$ cat src/rtl/core/line_intersection_heatmap_core_macros.svh
// Assertion macros for the heat map core RTL, included by the back end.
`ifndef LINE_INTERSECTION_HEATMAP_CORE_MACROS_SVH
`define LINE_INTERSECTION_HEATMAP_CORE_MACROS_SVH

// Same-cycle implication, idle while reset is high.
`define LIHM_ASSERT_IMP(label, clk, rst, ante, cons) \
   label: assert property (@(posedge clk) disable iff (rst) (ante) |-> (cons)) \
      else $error("lihm assertion failed (same cycle)");

// Next-cycle implication, idle while reset is high.
`define LIHM_ASSERT_NXT(label, clk, rst, ante, cons) \
   label: assert property (@(posedge clk) disable iff (rst) (ante) |=> (cons)) \
      else $error("lihm assertion failed (next cycle)");

`endif

$ cat src/rtl/core/lihm_pkg.sv
// Shared types, codes and constants of the line intersection heat map core.
package lihm_pkg;

   localparam int DEF_Z_BINS = 256;
   localparam int DEF_X_BINS = 256;
   localparam int MAX_ADDR_W = 24;

   localparam int CSR_IDX_W = 3;
   localparam logic [CSR_IDX_W-1:0] REG_Z_LOW        = 3'd0;
   localparam logic [CSR_IDX_W-1:0] REG_Z_HIGH       = 3'd1;
   localparam logic [CSR_IDX_W-1:0] REG_X_LOW        = 3'd2;
   localparam logic [CSR_IDX_W-1:0] REG_X_HIGH       = 3'd3;
   localparam logic [CSR_IDX_W-1:0] REG_ANGLE_COS_SQ = 3'd4;

   localparam logic [31:0] RST_Z_LOW        = 32'd0;
   localparam logic [31:0] RST_Z_HIGH       = 32'd65536;
   localparam logic [31:0] RST_X_LOW        = 32'd0;
   localparam logic [31:0] RST_X_HIGH       = 32'd65536;
   localparam logic [15:0] RST_ANGLE_COS_SQ = 16'd63560;

   localparam logic [1:0] OP_ACCUM      = 2'd0;
   localparam logic [1:0] OP_READ       = 2'd1;
   localparam logic [1:0] OP_READ_CLEAR = 2'd2;
   // spare code, handled as a plain read
   localparam logic [1:0] OP_READ_ALT   = 2'd3;

   // shared serial arithmetic unit
   localparam int MUL_W     = 146;
   localparam int MUL_B_W   = 66;
   localparam int DIV_W     = 64;
   localparam int CNT_W     = 7;
   localparam logic [CNT_W-1:0] MUL_STEPS = 7'd66;
   localparam logic [CNT_W-1:0] DIV_STEPS = 7'd64;

   localparam int Q_DEPTH = 2;

   typedef enum logic [2:0] {
      ST_ADDED, ST_CLOSE, ST_PARALLEL, ST_INSIDE, ST_OFF_MAP, ST_READ
   } status_type;

   typedef enum logic [1:0] {
      CMD_NONE, CMD_ADD, CMD_READ, CMD_CLEAR
   } cmd_kind_type;

   typedef enum logic [3:0] {
      F_IDLE, F_DOT, F_FA, F_FB, F_LHS, F_T2, F_RHS, F_CMP,
      F_ZDIV, F_ZCHK, F_ZBIN, F_XMUL, F_XCHK, F_XBIN, F_PUSH
   } front_state_type;

   typedef enum logic [1:0] {
      B_CLEAR, B_IDLE, B_READ, B_WRITE
   } back_state_type;

   typedef struct packed {
      logic signed [31:0] z_low;
      logic signed [31:0] z_high;
      logic signed [31:0] x_low;
      logic signed [31:0] x_high;
      logic [15:0]        angle_cos_sq;
   } cfg_type;

   typedef struct packed {
      logic signed [31:0] slope_a;
      logic signed [31:0] icpt_a;
      logic signed [31:0] zlo_a;
      logic signed [31:0] zhi_a;
      logic signed [31:0] slope_b;
      logic signed [31:0] icpt_b;
      logic signed [31:0] zlo_b;
      logic signed [31:0] zhi_b;
      logic [15:0]        weight;
      logic [7:0]         bin_z;
      logic [7:0]         bin_x;
   } item_type;

   // one unit of work for the count memory side
   typedef struct packed {
      status_type              status;
      cmd_kind_type            kind;
      logic [MAX_ADDR_W-1:0]   addr;
      logic [15:0]             weight;
      logic [7:0]              hit_z;
      logic [7:0]              hit_x;
   } cmd_type;

endpackage

$ cat src/rtl/core/lihm_queue.sv
// Short command queue between the front end and the count memory side.
module lihm_queue
   import lihm_pkg::*;
(
   input  logic    clock,
   input  logic    reset,
   input  logic    in_valid,
   output logic    in_ready,
   input  cmd_type in_cmd,
   output logic    out_valid,
   input  logic    out_ready,
   output cmd_type out_cmd
);

   localparam int PTR_W = $clog2(Q_DEPTH);

   cmd_type            buf_ff [Q_DEPTH];
   logic [PTR_W-1:0]   wr_ptr_ff, rd_ptr_ff;
   logic [PTR_W:0]     cnt_ff;
   logic               push, pop;

   assign in_ready  = cnt_ff != (PTR_W+1)'(Q_DEPTH);
   assign out_valid = cnt_ff != '0;
   assign out_cmd   = buf_ff[rd_ptr_ff];
   assign push      = in_valid && in_ready;
   assign pop       = out_valid && out_ready;

   always_ff @(posedge clock) begin
      if (reset) begin
         wr_ptr_ff <= '0;
         rd_ptr_ff <= '0;
         cnt_ff    <= '0;
      end else begin
         if (push) wr_ptr_ff <= wr_ptr_ff + 1'b1;
         if (pop)  rd_ptr_ff <= rd_ptr_ff + 1'b1;
         if (push && !pop) begin
            cnt_ff <= cnt_ff + 1'b1;
         end else if (pop && !push) begin
            cnt_ff <= cnt_ff - 1'b1;
         end
      end
   end

   always_ff @(posedge clock) begin
      if (push) buf_ff[wr_ptr_ff] <= in_cmd;
   end

endmodule

$ cat config.mk
export PLATFORM = sky130hd
export DESIGN_NAME = lihm_queue
export DESIGN_NICKNAME = d
export VERILOG_FILES = /design/src/rtl/core/line_intersection_heatmap_core_macros.svh /design/src/rtl/core/lihm_pkg.sv /design/src/rtl/core/lihm_queue.sv
export SDC_FILE = /design/constraint.sdc
export NUM_CORES = 1
export LEC_CHECK = 0
export ABC_AREA = 0
export BUFFER_PORTS_ARGS = -buffer_cell sky130_fd_sc_hd__clkbuf_2
export CAP_MARGIN = 20
export CORE_MARGIN = 1.5
export CORE_UTILIZATION = 40
export CTS_CLUSTER_DIAMETER = 100
export CTS_CLUSTER_SIZE = 8
export DETAILED_ROUTE_END_ITERATION = 16
export SLEW_MARGIN = 25
export SYNTH_ARGS = -nofsm -noshare
export SYNTH_HDL_FRONTEND = slang
export SYNTH_SLANG_ARGS = --single-unit
$ cat constraint.sdc
create_clock -name clock -period 5.3 [get_ports clock]
set_clock_uncertainty 0.1 [all_clocks]
set_input_delay 0 -clock clock [delete_from_list [all_inputs] [get_ports clock]]
set_output_delay 0 -clock clock [all_outputs]
set_load 0.03 [all_outputs]
==> summary.md <==
| Metric | Value |
|---|---|
| Status | `finished clean` |
| Vias in the first global route | `roughly 2600` |
| Fin. Hold Viols | `0` |
| Reg2reg start | `cnt_ff[0]$_SDFFE_PP0P_` |
| GRT Util Overall | `between 10% and 20%` |
| Slew HR | `52.4%` |
| DRC violations left | `0` |
| Register area | `3760 sq um` |
| Starting density of the core | `40.7%` |
| CTS tree | `yes` |
| Clk_lat worst skew | `0.40 ns` |
| Syn Inst Count | `around 210` |
| H-Tree Depth | `4` |
| Multi-input logic area | `807 sq um` |
| Max-slew violations | `0` |
| Hold Path End | `buf_ff[0][16]$_DFFE_PP_` |
| WL per Instance | `between 10 and 15 microns` |
| Diodes inserted | `0` |
| Slew of the pin with the lowest slew margin | `0.714 ns` |
| FF+latch count, synth | `about 130` |
| CTS sink cnt | `127` |
| HPWL Detailed | `5300 microns` |
| TritonCTS Buffers | `17` |
| MaxCap Viol Count | `0` |
| Final ANT Viol Nets | `0` |
| Routed WL | `8410 microns` |
| Hold path depth | `2` |
| Pre-CTS WS | `just under 3 ns` |
| Netlist Area Pre-Place | `4610 sq um` |
| Worst reg2reg path endpoint | `buf_ff[1][47]$_DFFE_PP_` |
| Worst Hold Class | `in -> reg` |
| I/O Pins | `128` |
| Syn_nets | `280` |
| Buffers on Ports | `127` |
| Setup Total Neg Slack | `0 ns` |
| Antenna violations before repair | `0` |
| DRT Pass-1 Iters | `4` |
| R2R setup slack | `3.01 ns` |
| Fillers | `909` |
| CP required | `around 5.2 ns` |
| Final Cycle Share | `45.8%` |
| Pwr dens | `around 500 nW/um^2` |
| Die H | `110 microns` |
| CP Capture Type | `output port` |
| CTS resizes | `0` |
| CTS Root Cell | `clkbuf_16` |
| Final core utilization | `58.8%` |
| Min cycle time layout | `~2.4 ns` |
| Largest net degree at the start of global routing | `34` |
| Die ar. | `12200 sq um` |
| Detailed Route Iter0 Violations | `149` |
| Nets | `487` |
| Clock-pin slew on the worst setup and hold paths | `0.06 ns` |
| Library cells used by synthesis | `17` |
| Clock Path Buffers | `2` |
| Critical Path AT | `2.32 ns` |
| Routed vias/inst | `around 4.6` |
| Critical path class | `reg -> out` |
| Max Freq | `just over 400 MHz` |
| CP max FO | `33` |
| Static leakage | `2.56 nW` |
| Max VDD drop | `0.000247 V` |
| Area delta synth->final | `44.5%` |
| Share of cells above drive strength 1 | `52.3%` |
| CP Launch Type | `flip-flop` |
| Register area share after synthesis | `between 80 and 90%` |
| First-pass GRT wire length | `approximately 12000 microns` |
| Hold_sp | `in_cmd[16]` |
| R2R cell count | `3` |
| YS warnings | `0` |
| Pwr Total | `3.35 mW` |
| Vias | `2641` |
| RSZ-0062 raised after global routing | `no` |
| Avg Inst Size Synth | `21.5 sq um` |
| Row Count | `39` |
| Routability cong. | `0.697` |
| Final setup vio count | `0` |
| GRT overflow | `0` |
| Core ar. | `11300 sq um` |
| Final WS setup | `2.88 ns` |
| Die Span X | `110 microns` |
cell type report:
cell class / count / share of cell area (%)
clock inverters: 15 / 2.56
well taps: 143 / 2.69
repair buffers: 195 / 19.7
clock buffers: 17 / 6.39
multi-input cells: 79 / 12.1
inverters: 1 / 0.0564
flip-flops and latches: 127 / 56.5
report_power, final:
group          internal, mW  switching [mW]  total (mW)
Sequential             1.26          0.0603        1.32
Combinational         0.331           0.564       0.896
Clock                 0.736           0.401        1.14
Total                  2.32            1.03        3.35
sequential cells by signal, indices dropped and copies added, names as in the netlist, named ones only:
name / cells
rd_ptr_ff: 1
wr_ptr_ff: 1
buf_ff: 122
cnt_ff: 2
placed cells by master (no fill, tap or decap):
master	synthesis	routed
clkbuf_2	0	127
edfxtp_1	122	122
dlygate4sd3_1	0	65
mux2_2	61	61
clkbuf_16	0	17
clkinv_2	0	4
clkinvlp_4	0	4
dfxtp_1	5	4
xor2_1	3	3
nor2_1	3	3
bufinv_16	0	3
buf_4	0	3
o21ai_0	2	2
a21oi_1	2	2
clkinv_4	0	2
nand2b_1	1	1
and2_1	1	1
or2_2	1	1
and3_2	0	1
nand3b_1	1	1
inv_2	0	1
a21bo_2	1	1
or3_1	1	1
ha_1	1	1
dfxtp_2	0	1
inv_6	0	1
clkinv_1	0	1
repair_timing:
item,4_1_cts,5_1_grt
setup buffers,0,0
endpoints found under the setup margin,0,0
endpoints found under the hold margin,127,0
hold buffers,65,0
logic make-up after synthesis:
family / Yosys count / synth area share [%]
flops: 127 / 81.7
mux: 61 / 14.9
simple gates: 9 / 1.09
buf+inv: 8 / 0.842
compound gates: 5 / 0.652
xor+xnor: 3 / 0.570
fa+ha+maj: 1 / 0.271
Yosys cell counts:
cell type	n	area share, %
or2_2	1	0.14
nor2_1	3	0.24
dfxtp_1	5	2.2
or3_1	1	0.14
inv_1	1	0.081
a21oi_1	2	0.22
ha_1	1	0.27
and3_1	1	0.14
buf_2	7	0.76
nand2b_1	1	0.14
a21bo_2	1	0.22
xor2_1	3	0.57
mux2_2	61	15
edfxtp_1	122	80
nand3b_1	1	0.16
o21ai_0	2	0.22
and2_1	1	0.14
worst max path at each step:
stage                                       from                 endpoint  slack [ns]
final                                  flip-flop              out_cmd[48]        2.88
after CTS                              flip-flop              out_cmd[50]        2.80
after global routing                   flip-flop              out_cmd[50]        2.73
after detailed placement  cnt_ff[0]$_SDFFE_PP0P_  buf_ff[1][14]$_DFFE_PP_        2.97
after global placement    cnt_ff[0]$_SDFFE_PP0P_  buf_ff[1][10]$_DFFE_PP_        3.00
after floorplan           cnt_ff[0]$_SDFFE_PP0P_   buf_ff[1][0]$_DFFE_PP_        2.48
worst max-delay path, cell delays in order, from the launching register on:
cell and delay [ns]:
dfxtp_2 0.78, buf_4 0.52, mux2_2 0.41, clkbuf_2 0.19
metrics by stage:
| step | instances | instance area, sq um | hold WS (ns) |
|---|---|---|---|
| final | 577 | 6660 | 0.230 |
| after global routing | 577 | 6660 | 0.218 |
| after CTS | 577 | 6660 | 0.214 |
| after detailed placement | 480 | 5410 | 0.0942 |
| after global placement | 480 | 5410 | 0.0902 |
| after floorplan | 214 | 4610 | -0.0309 |
metal layers:
metal / up-vias / global-route usage (%) / routed length (microns)
met4: 0 / 6.14 / 109
met1: 1294 / 15.9 / 3490
met3: 12 / 5.11 / 468
met2: 73 / 22.8 / 4340
met5: - / 0 / 0
li1: 1262 / - / -
(Power assumes the default switching activity.)
