--- src/rtl/core/line_intersection_heatmap_core_macros.svh ---
// Assertion macros for the heat map core RTL, included by the back end.
`ifndef LINE_INTERSECTION_HEATMAP_CORE_MACROS_SVH
`define LINE_INTERSECTION_HEATMAP_CORE_MACROS_SVH

// Same-cycle implication, idle while reset is high.
`define LIHM_ASSERT_IMP(label, clk, rst, ante, cons) \
   label: assert property (@(posedge clk) disable iff (rst) (ante) |-> (cons)) \
      else $error("lihm assertion failed (same cycle)");

// Next-cycle implication, idle while reset is high.
`define LIHM_ASSERT_NXT(label, clk, rst, ante, cons) \
   label: assert property (@(posedge clk) disable iff (rst) (ante) |=> (cons)) \
      else $error("lihm assertion failed (next cycle)");

`endif

--- src/rtl/core/lihm_pkg.sv ---
// Shared types, codes and constants of the line intersection heat map core.
package lihm_pkg;

   localparam int DEF_Z_BINS = 256;
   localparam int DEF_X_BINS = 256;
   localparam int MAX_ADDR_W = 24;

   localparam int CSR_IDX_W = 3;
   localparam logic [CSR_IDX_W-1:0] REG_Z_LOW        = 3'd0;
   localparam logic [CSR_IDX_W-1:0] REG_Z_HIGH       = 3'd1;
   localparam logic [CSR_IDX_W-1:0] REG_X_LOW        = 3'd2;
   localparam logic [CSR_IDX_W-1:0] REG_X_HIGH       = 3'd3;
   localparam logic [CSR_IDX_W-1:0] REG_ANGLE_COS_SQ = 3'd4;

   localparam logic [31:0] RST_Z_LOW        = 32'd0;
   localparam logic [31:0] RST_Z_HIGH       = 32'd65536;
   localparam logic [31:0] RST_X_LOW        = 32'd0;
   localparam logic [31:0] RST_X_HIGH       = 32'd65536;
   localparam logic [15:0] RST_ANGLE_COS_SQ = 16'd63560;

   localparam logic [1:0] OP_ACCUM      = 2'd0;
   localparam logic [1:0] OP_READ       = 2'd1;
   localparam logic [1:0] OP_READ_CLEAR = 2'd2;
   // spare code, handled as a plain read
   localparam logic [1:0] OP_READ_ALT   = 2'd3;

   // shared serial arithmetic unit
   localparam int MUL_W     = 146;
   localparam int MUL_B_W   = 66;
   localparam int DIV_W     = 64;
   localparam int CNT_W     = 7;
   localparam logic [CNT_W-1:0] MUL_STEPS = 7'd66;
   localparam logic [CNT_W-1:0] DIV_STEPS = 7'd64;

   localparam int Q_DEPTH = 2;

   typedef enum logic [2:0] {
      ST_ADDED, ST_CLOSE, ST_PARALLEL, ST_INSIDE, ST_OFF_MAP, ST_READ
   } status_type;

   typedef enum logic [1:0] {
      CMD_NONE, CMD_ADD, CMD_READ, CMD_CLEAR
   } cmd_kind_type;

   typedef enum logic [3:0] {
      F_IDLE, F_DOT, F_FA, F_FB, F_LHS, F_T2, F_RHS, F_CMP,
      F_ZDIV, F_ZCHK, F_ZBIN, F_XMUL, F_XCHK, F_XBIN, F_PUSH
   } front_state_type;

   typedef enum logic [1:0] {
      B_CLEAR, B_IDLE, B_READ, B_WRITE
   } back_state_type;

   typedef struct packed {
      logic signed [31:0] z_low;
      logic signed [31:0] z_high;
      logic signed [31:0] x_low;
      logic signed [31:0] x_high;
      logic [15:0]        angle_cos_sq;
   } cfg_type;

   typedef struct packed {
      logic signed [31:0] slope_a;
      logic signed [31:0] icpt_a;
      logic signed [31:0] zlo_a;
      logic signed [31:0] zhi_a;
      logic signed [31:0] slope_b;
      logic signed [31:0] icpt_b;
      logic signed [31:0] zlo_b;
      logic signed [31:0] zhi_b;
      logic [15:0]        weight;
      logic [7:0]         bin_z;
      logic [7:0]         bin_x;
   } item_type;

   // one unit of work for the count memory side
   typedef struct packed {
      status_type              status;
      cmd_kind_type            kind;
      logic [MAX_ADDR_W-1:0]   addr;
      logic [15:0]             weight;
      logic [7:0]              hit_z;
      logic [7:0]              hit_x;
   } cmd_type;

endpackage

--- src/rtl/core/lihm_front.sv ---
// Front end: takes items, runs the angle test, crossing and bin math, issues commands.
module lihm_front
   import lihm_pkg::*;
#(
   parameter int MAP_Z_BINS = DEF_Z_BINS,
   parameter int MAP_X_BINS = DEF_X_BINS
) (
   input  logic     clock,
   input  logic     reset,
   input  cfg_type  cfg,
   input  logic     clearing,
   input  logic     req_valid,
   output logic     req_ready,
   input  logic [1:0] req_op,
   input  item_type req_item,
   output logic     cmd_valid,
   input  logic     cmd_ready,
   output cmd_type  cmd
);

   localparam int ADDR_W = $clog2(MAP_Z_BINS * MAP_X_BINS);

   front_state_type state_ff, state_in;
   item_type        it_ff;
   cmd_type         cmd_ff;
   cmd_type         rd_cmd_w;

   logic             phase_ff;
   logic [CNT_W-1:0] cnt_ff;
   logic [MUL_W-1:0] acc_ff, mula_ff;
   logic [MUL_B_W-1:0] mulb_ff;
   logic [DIV_W:0]   rem_ff;
   logic [DIV_W-1:0] quo_ff, den_ff;

   logic [64:0]      adot_ff;
   logic [63:0]      fa_ff, fb_ff;
   logic [129:0]     t1_ff;
   logic [MUL_W-1:0] t2_ff;
   logic signed [63:0] z_ff, x_ff;
   logic [15:0]      iz_ff;

   logic             start_w, is_mul_w, done_w;
   logic [CNT_W-1:0] steps_w;
   logic [MUL_W-1:0] op_a_w;
   logic [MUL_B_W-1:0] op_b_w;
   logic [DIV_W-1:0] div_num_w, div_den_w;

   logic [MUL_W-1:0] acc_nx;
   logic [DIV_W:0]   rem_sh, rem_nx;
   logic             div_ge;

   logic [31:0] abs_ma, abs_mb;
   logic signed [32:0] diff_c, diff_m;
   logic [32:0] abs_dc, abs_dm;
   logic [63:0] abs_z;
   logic signed [63:0] zla, zha, zlb, zhb, zl, zh, xl, xh, ca64;
   logic [32:0] zoff, xoff;
   logic [63:0] num_zb, num_xb;

   logic signed [65:0] dot_w;
   logic [64:0] adot_w;
   logic signed [63:0] z_w, x_w;
   logic signed [96:0] sp_w;
   logic close_w, par_w, inside_w, zout_w, xout_w;
   logic [ADDR_W-1:0] add_addr_w, rd_addr_w;
   logic rd_in_range;

   function automatic cmd_type reject(input status_type s);
      cmd_type c;
      c        = '0;
      c.status = s;
      c.kind   = CMD_NONE;
      return c;
   endfunction

   // operand conditioning
   assign abs_ma = it_ff.slope_a[31] ? 32'(-33'(it_ff.slope_a)) : 32'(it_ff.slope_a);
   assign abs_mb = it_ff.slope_b[31] ? 32'(-33'(it_ff.slope_b)) : 32'(it_ff.slope_b);
   assign diff_c = 33'(it_ff.icpt_b) - 33'(it_ff.icpt_a);
   assign diff_m = 33'(it_ff.slope_a) - 33'(it_ff.slope_b);
   assign abs_dc = diff_c[32] ? 33'(-diff_c) : 33'(diff_c);
   assign abs_dm = diff_m[32] ? 33'(-diff_m) : 33'(diff_m);
   assign abs_z  = z_ff[63] ? 64'(-z_ff) : 64'(z_ff);

   assign zla  = 64'(it_ff.zlo_a);
   assign zha  = 64'(it_ff.zhi_a);
   assign zlb  = 64'(it_ff.zlo_b);
   assign zhb  = 64'(it_ff.zhi_b);
   assign ca64 = 64'(it_ff.icpt_a);
   assign zl   = 64'(cfg.z_low);
   assign zh   = 64'(cfg.z_high);
   assign xl   = 64'(cfg.x_low);
   assign xh   = 64'(cfg.x_high);

   assign zoff   = 33'(z_ff - zl);
   assign xoff   = 33'(x_ff - xl);
   assign num_zb = 64'(zoff) * 64'(MAP_Z_BINS);
   assign num_xb = 64'(xoff) * 64'(MAP_X_BINS);

   // result shaping
   assign dot_w  = (it_ff.slope_a[31] ^ it_ff.slope_b[31] ? -66'(acc_ff[63:0])
                                                         : 66'(acc_ff[63:0]))
                   + 66'sh1_0000_0000;
   assign adot_w = dot_w[65] ? 65'(-dot_w) : 65'(dot_w);

   assign z_w = (diff_c[32] ^ diff_m[32])
                ? -$signed(quo_ff) - 64'(rem_ff != '0)
                : $signed(quo_ff);

   assign sp_w = (z_ff[63] ^ it_ff.slope_a[31]) ? -97'(acc_ff[95:0]) : 97'(acc_ff[95:0]);
   assign x_w  = 64'(sp_w >>> 16) + ca64;

   assign close_w  = {t1_ff, 16'h0000} > t2_ff;
   assign par_w    = it_ff.slope_a == it_ff.slope_b;
   assign inside_w = (z_ff >= zla && z_ff <= zha) || (z_ff >= zlb && z_ff <= zhb);
   assign zout_w   = !(zh > zl && z_ff >= zl && z_ff < zh);
   assign xout_w   = !(xh > xl && x_ff >= xl && x_ff < xh);

   assign add_addr_w = ADDR_W'(iz_ff) * ADDR_W'(MAP_X_BINS) + ADDR_W'(quo_ff);
   assign rd_in_range = 32'(req_item.bin_z) < 32'(MAP_Z_BINS) &&
                        32'(req_item.bin_x) < 32'(MAP_X_BINS);
   assign rd_addr_w = ADDR_W'(req_item.bin_z) * ADDR_W'(MAP_X_BINS) +
                      ADDR_W'(req_item.bin_x);

   // command for a read item, formed from the incoming transfer
   always_comb begin
      rd_cmd_w       = reject(ST_READ);
      rd_cmd_w.hit_z = req_item.bin_z;
      rd_cmd_w.hit_x = req_item.bin_x;
      rd_cmd_w.addr  = MAX_ADDR_W'(rd_addr_w);
      if (!rd_in_range) begin
         rd_cmd_w.kind = CMD_NONE;
      end else if (req_op == OP_READ_CLEAR) begin
         rd_cmd_w.kind = CMD_CLEAR;
      end else begin
         rd_cmd_w.kind = CMD_READ;
      end
   end

   // serial shift-add multiply and restoring divide steps
   assign acc_nx = mulb_ff[0] ? acc_ff + mula_ff : acc_ff;
   assign rem_sh = {rem_ff[DIV_W-1:0], quo_ff[DIV_W-1]};
   assign div_ge = rem_sh >= {1'b0, den_ff};
   assign rem_nx = div_ge ? rem_sh - {1'b0, den_ff} : rem_sh;

   assign steps_w = is_mul_w ? MUL_STEPS : DIV_STEPS;
   assign done_w  = phase_ff && (cnt_ff == steps_w);

   // next state
   always_comb begin
      state_in = state_ff;
      case (state_ff)
         F_IDLE: begin
            if (req_valid && req_ready) begin
               state_in = (req_op == OP_ACCUM) ? F_DOT : F_PUSH;
            end
         end
         F_DOT:  if (done_w) state_in = F_FA;
         F_FA:   if (done_w) state_in = F_FB;
         F_FB:   if (done_w) state_in = F_LHS;
         F_LHS:  if (done_w) state_in = F_T2;
         F_T2:   if (done_w) state_in = F_RHS;
         F_RHS:  if (done_w) state_in = F_CMP;
         F_CMP:  state_in = (close_w || par_w) ? F_PUSH : F_ZDIV;
         F_ZDIV: if (done_w) state_in = F_ZCHK;
         F_ZCHK: state_in = (inside_w || zout_w) ? F_PUSH : F_ZBIN;
         F_ZBIN: if (done_w) state_in = F_XMUL;
         F_XMUL: if (done_w) state_in = F_XCHK;
         F_XCHK: state_in = xout_w ? F_PUSH : F_XBIN;
         F_XBIN: if (done_w) state_in = F_PUSH;
         F_PUSH: if (cmd_ready) state_in = F_IDLE;
         default: state_in = F_IDLE;
      endcase
   end

   // outputs and arithmetic operand selection
   always_comb begin
      req_ready = (state_ff == F_IDLE) && !clearing;
      cmd_valid = (state_ff == F_PUSH);
      is_mul_w  = 1'b0;
      start_w   = 1'b0;
      op_a_w    = '0;
      op_b_w    = '0;
      div_num_w = '0;
      div_den_w = '0;
      case (state_ff)
         F_DOT: begin
            is_mul_w = 1'b1;
            op_a_w   = MUL_W'(abs_ma);
            op_b_w   = MUL_B_W'(abs_mb);
         end
         F_FA: begin
            is_mul_w = 1'b1;
            op_a_w   = MUL_W'(abs_ma);
            op_b_w   = MUL_B_W'(abs_ma);
         end
         F_FB: begin
            is_mul_w = 1'b1;
            op_a_w   = MUL_W'(abs_mb);
            op_b_w   = MUL_B_W'(abs_mb);
         end
         F_LHS: begin
            is_mul_w = 1'b1;
            op_a_w   = MUL_W'(adot_ff);
            op_b_w   = MUL_B_W'(adot_ff);
         end
         F_T2: begin
            is_mul_w = 1'b1;
            op_a_w   = MUL_W'(fa_ff);
            op_b_w   = MUL_B_W'(fb_ff);
         end
         F_RHS: begin
            is_mul_w = 1'b1;
            op_a_w   = t2_ff;
            op_b_w   = MUL_B_W'(cfg.angle_cos_sq);
         end
         F_XMUL: begin
            is_mul_w = 1'b1;
            op_a_w   = MUL_W'(abs_z);
            op_b_w   = MUL_B_W'(abs_ma);
         end
         F_ZDIV: begin
            div_num_w = 64'({abs_dc, 16'h0000});
            div_den_w = 64'(abs_dm);
         end
         F_ZBIN: begin
            div_num_w = num_zb;
            div_den_w = 64'(zh - zl);
         end
         F_XBIN: begin
            div_num_w = num_xb;
            div_den_w = 64'(xh - xl);
         end
         default: begin
         end
      endcase
      case (state_ff)
         F_DOT, F_FA, F_FB, F_LHS, F_T2, F_RHS, F_XMUL, F_ZDIV, F_ZBIN, F_XBIN:
            start_w = !phase_ff;
         default: start_w = 1'b0;
      endcase
   end

   assign cmd = cmd_ff;

   always_ff @(posedge clock) begin
      if (reset) begin
         state_ff <= F_IDLE;
         phase_ff <= 1'b0;
      end else begin
         state_ff <= state_in;
         if (start_w) begin
            phase_ff <= 1'b1;
         end else if (done_w) begin
            phase_ff <= 1'b0;
         end
      end
   end

   // arithmetic unit registers
   always_ff @(posedge clock) begin
      if (start_w) begin
         cnt_ff  <= '0;
         acc_ff  <= '0;
         mula_ff <= op_a_w;
         mulb_ff <= op_b_w;
         rem_ff  <= '0;
         quo_ff  <= div_num_w;
         den_ff  <= div_den_w;
      end else if (phase_ff && !done_w) begin
         cnt_ff <= cnt_ff + 1'b1;
         if (is_mul_w) begin
            acc_ff  <= acc_nx;
            mula_ff <= {mula_ff[MUL_W-2:0], 1'b0};
            mulb_ff <= {1'b0, mulb_ff[MUL_B_W-1:1]};
         end else begin
            rem_ff <= rem_nx;
            quo_ff <= {quo_ff[DIV_W-2:0], div_ge};
         end
      end
   end

   // item, intermediate results and outgoing command
   always_ff @(posedge clock) begin
      case (state_ff)
         F_IDLE: begin
            if (req_valid && req_ready) begin
               it_ff  <= req_item;
               cmd_ff <= rd_cmd_w;
            end
         end
         F_DOT: if (done_w) adot_ff <= adot_w;
         F_FA:  if (done_w) fa_ff <= 64'h1_0000_0000 + acc_ff[63:0];
         F_FB:  if (done_w) fb_ff <= 64'h1_0000_0000 + acc_ff[63:0];
         F_LHS: if (done_w) t1_ff <= acc_ff[129:0];
         F_T2:  if (done_w) t2_ff <= acc_ff;
         F_RHS: if (done_w) t2_ff <= acc_ff;
         F_CMP: begin
            if (close_w) begin
               cmd_ff <= reject(ST_CLOSE);
            end else if (par_w) begin
               cmd_ff <= reject(ST_PARALLEL);
            end
         end
         F_ZDIV: if (done_w) z_ff <= z_w;
         F_ZCHK: begin
            if (inside_w) begin
               cmd_ff <= reject(ST_INSIDE);
            end else if (zout_w) begin
               cmd_ff <= reject(ST_OFF_MAP);
            end
         end
         F_ZBIN: if (done_w) iz_ff <= quo_ff[15:0];
         F_XMUL: if (done_w) x_ff <= x_w;
         F_XCHK: if (xout_w) cmd_ff <= reject(ST_OFF_MAP);
         F_XBIN: begin
            if (done_w) begin
               cmd_ff.status <= ST_ADDED;
               cmd_ff.kind   <= CMD_ADD;
               cmd_ff.addr   <= MAX_ADDR_W'(add_addr_w);
               cmd_ff.weight <= it_ff.weight;
               cmd_ff.hit_z  <= iz_ff[7:0];
               cmd_ff.hit_x  <= quo_ff[7:0];
            end
         end
         default: begin
         end
      endcase
   end

endmodule

--- config.mk ---
export PLATFORM = sky130hd
export DESIGN_NAME = lihm_front
export DESIGN_NICKNAME = d
export VERILOG_FILES = /design/src/rtl/core/line_intersection_heatmap_core_macros.svh /design/src/rtl/core/lihm_pkg.sv /design/src/rtl/core/lihm_front.sv
export SDC_FILE = /design/constraint.sdc
export NUM_CORES = 2
export LEC_CHECK = 0
export BUFFER_PORTS_ARGS = -buffer_cell sky130_fd_sc_hd__buf_2
export CORE_MARGIN = 2
export CORE_UTILIZATION = 60
export DETAILED_ROUTE_END_ITERATION = 8
export PLACE_DENSITY_LB_ADDON = 0.15
export RECOVER_POWER = 100
export SETUP_SLACK_MARGIN = 0.1
export SYNTH_ARGS = -nofsm -noshare
export SYNTH_HDL_FRONTEND = slang
export SYNTH_SLANG_ARGS = --single-unit
--- constraint.sdc ---
create_clock -name clock -period 26.7 [get_ports clock]
set_clock_uncertainty 0.05 [all_clocks]
set_input_delay 5.34 -clock clock [delete_from_list [all_inputs] [get_ports clock]]
set_output_delay 5.34 -clock clock [all_outputs]
set_load 0.005 [all_outputs]
==> run metrics <==
final setup vio count 0; met1 wire length 146 mm; failing checks max-capacitance violations, max-slew violations; Die Width 420 µm; GRT Util Overall 41.5%; clk buf depth 3; Vert. Die Dim 420 µm; Vias/cell 6.62; # fillers 14013; Synth async-reset ratio 0%; worst vdd ir 256 µV; RSZ-0062 raised after global routing no; Final Wtd Congestion 1.04; CTS sink cnt 1454; DRC viols 0; count of warnings emitted by yosys 0; nets 12809; Hold Path End t2_ff[132]; crit path cell chain clkbuf_1 > nor3_1 > nand2_1 > clkinvlp_2 > clkbuf_1 > clkbuf_1; Worst-Margin Slew 8.40 ns; Hold Path Class reg2reg; FF-to-FF setup slack 13.20 ns; Period Utilization, post-route 59.0%; # port buffers 493; Top delay family on crit path buffers and inverters; cells after synthesis 10881; total of cells resized after clock tree synthesis 0; Crit. End Element register; Worst R2R Start state_ff[1]; starting density of the core 60.4%; # H-tree levels 4; Pwr per Cell Area 151 nW/µm²; GRT overflow 0; DIE AREA 176000 µm²; max-slew violation count 2191; Mapped Area 104000 µm²; First-pass DRT Iterations 9; Initial DRC Count 11398; share of layout cells above drive strength 1 7.36%; worst hold path depth 0; core area 172000 µm²; final hold slack 0.416 ns; Avg WL per Cell 27.3 µm; non-filler instance count after layout 13746; Leakage Power 47.9 nW; Post-synth EDFFs 1231; Crit Path Class in2reg; io pins 502; total chip power 0.0172 W; CP peak stage delay 3.88 ns; row cnt 152; FF-to-FF End ca64[26]; Cells after DPL 13383; setup TNS 0 ns; DP HPWL 289 mm; fin util 66.3%; first-pass GRT wire length 546 mm; outcome finished, violations left; Root Buffer clkbuf_16; vias 91034; CTS tree built; Layout Area Growth over Synthesis 9.73%; Final Hold Viols 0; number of global-route vias before repair 85083; met2 routed WL 160 mm; Top cell by count, worst path clkbuf_1; Critical Path RT 26.99 ns; TritonCTS Buffers 161; clock-pin slew on the worst setup and hold paths 0.06 ns; Max Cap Viol 40; Synth Flop Type edfxtp_1; Detail Route met3 WL 42.1 mm; Hold Buf Count CTS 0; antenna viol nets, final 0; Post CTS Setup Buffer Count 0; Worst R2R Path Depth 7; Setup crit start kind input pin; CP Max Fanout 135; initial antenna violation count 79; sequential fraction of the synthesis area 39.9%; Period minus WS final 15.74 ns; CP max-delay cell clkinvlp_2; Synth Register Bits 1454; Hold Crit Start acc_ff[132]; Total Wirelength 376 mm; Max-slew headroom -460%; Avg Inst Size Synth 9.54 µm²; post-synthesis cell type count 99; top sig layer met5; crit path DAT 16.04 ns; Crit path buffers/inverters 4; f_max 63.5 MHz; Worst-Skew Late Latency 0.84 ns; largest net degree at the start of global routing 136
## report_power, final
part	total, W	internal, W	leakage, nW	switching [W]
clock	0.00238	0.00138	2.70	0.00100
sequential	0.00398	0.00357	13.3	0.000411
combinational	0.0109	0.00379	31.9	0.00706
## how the worst max path moves through the flow
stage	from	to	cells after the start	slack [ns]
floorplan	clearing	ca64[0]	3	15.04
global placement	clearing	req_ready	3	15.05
detailed placement	clearing	req_ready	3	15.09
CTS	clearing	req_ready	3	15.08
global route	clearing	ca64[24]	6	10.11
finish	clearing	ca64[26]	6	10.96
## sequential cells by signal, summed over array words and instances, names as in the netlist, 65 cells and up
signal   count
it_ff      240
acc_ff     146
mula_ff    146
t2_ff      146
t1_ff      130
adot_ff     65
mulb_ff     65
rem_ff      65
## layout make-up
class,count,area (µm²),share of cell area [%]
Multi-Input combinational cell,8249,57900,50.8
Sequential cell,1454,41400,36.4
Clock buffer,194,4220,3.71
Timing Repair Buffer,649,3220,2.83
Tap cell,2310,2890,2.54
Inverter,721,2710,2.38
Clock inverter,104,1340,1.17
Antenna cell,65,163,0.143
## worst reg2reg max path, delay by kind of cell, from the launching register on
family	cells	cell delay, ns
buf+inv	4	11.48
simple gates	3	0.77
flops	1	0.33
## synth_stat cells (all sizes together) (99+ instances only)
cell type / count / share of area, %
a21o: 522 / 3.8
a21oi: 978 / 4.7
a22o: 162 / 1.4
clkbuf: 404 / 1.5
dfxtp: 223 / 4.3
edfxtp: 1231 / 36
ha: 1124 / 14
inv: 721 / 2.6
nand2: 821 / 3.0
nand2b: 121 / 0.74
nand3: 228 / 1.1
nand4: 272 / 1.6
nor2: 666 / 2.4
nor2b: 116 / 0.70
nor3: 132 / 0.66
nor4: 99 / 0.67
o21ai: 794 / 3.8
o21bai: 100 / 0.73
xnor2: 517 / 4.4
xor2: 414 / 3.5
## per-layer routing
metal  global-route usage (%)  up-vias
met5                        0        -
li1                         -    41201
met3                     9.91     1023
met4                     26.7       10
met2                     61.4     5339
met1                     54.3    43461
## stage by stage
step / area (µm²) / setup WS (ns)
6_report: 114000 / 10.96
5_1_grt: 114000 / 10.11
4_1_cts: 114000 / 15.08
3_5_place_dp: 109000 / 15.09
3_3_place_gp: 109000 / 15.05
2_1_floorplan: 104000 / 15.04
## layout by cell type (no fill, tap or decap), drive strengths merged, types with 37 or more instances in the layout
cell type  instances
or3               68
a221oi            46
dfxtp            223
nor3             132
or2               37
diode             65
a21o             522
buf              486
and2              46
o211ai            40
o21a              61
a21oi            978
a31oi             75
inv              730
nor4              99
clkinv            59
xor2             414
edfxtp          1231
a22oi             94
or4               42
a222oi            77
xnor2            517
o22ai             44
clkbuf           357
nor2b            116
o31ai             93
a22o             162
o21ai            794
nor2             666
and3              66
a211oi            47
nand3            228
nand2            821
o221ai            37
nand2b           121
ha              1124
nand4            272
o21bai           100
## cell families (layout without fill, tap and decap cells)
group | count (synthesis) | in the layout | share of synthesized area, %
mux | 20 | 20 | 0.198
buf+inv | 1185 | 1668 | 4.39
simple gates | 2784 | 2784 | 13.1
flops | 1454 | 1454 | 39.9
xor+xnor | 931 | 931 | 7.86
fa+ha+maj | 1134 | 1134 | 13.7
other cells | 1 | 73 | 0.00361
compound gates | 3372 | 3372 | 20.8
No activity file was read; power rests on OpenSTA's default activity.
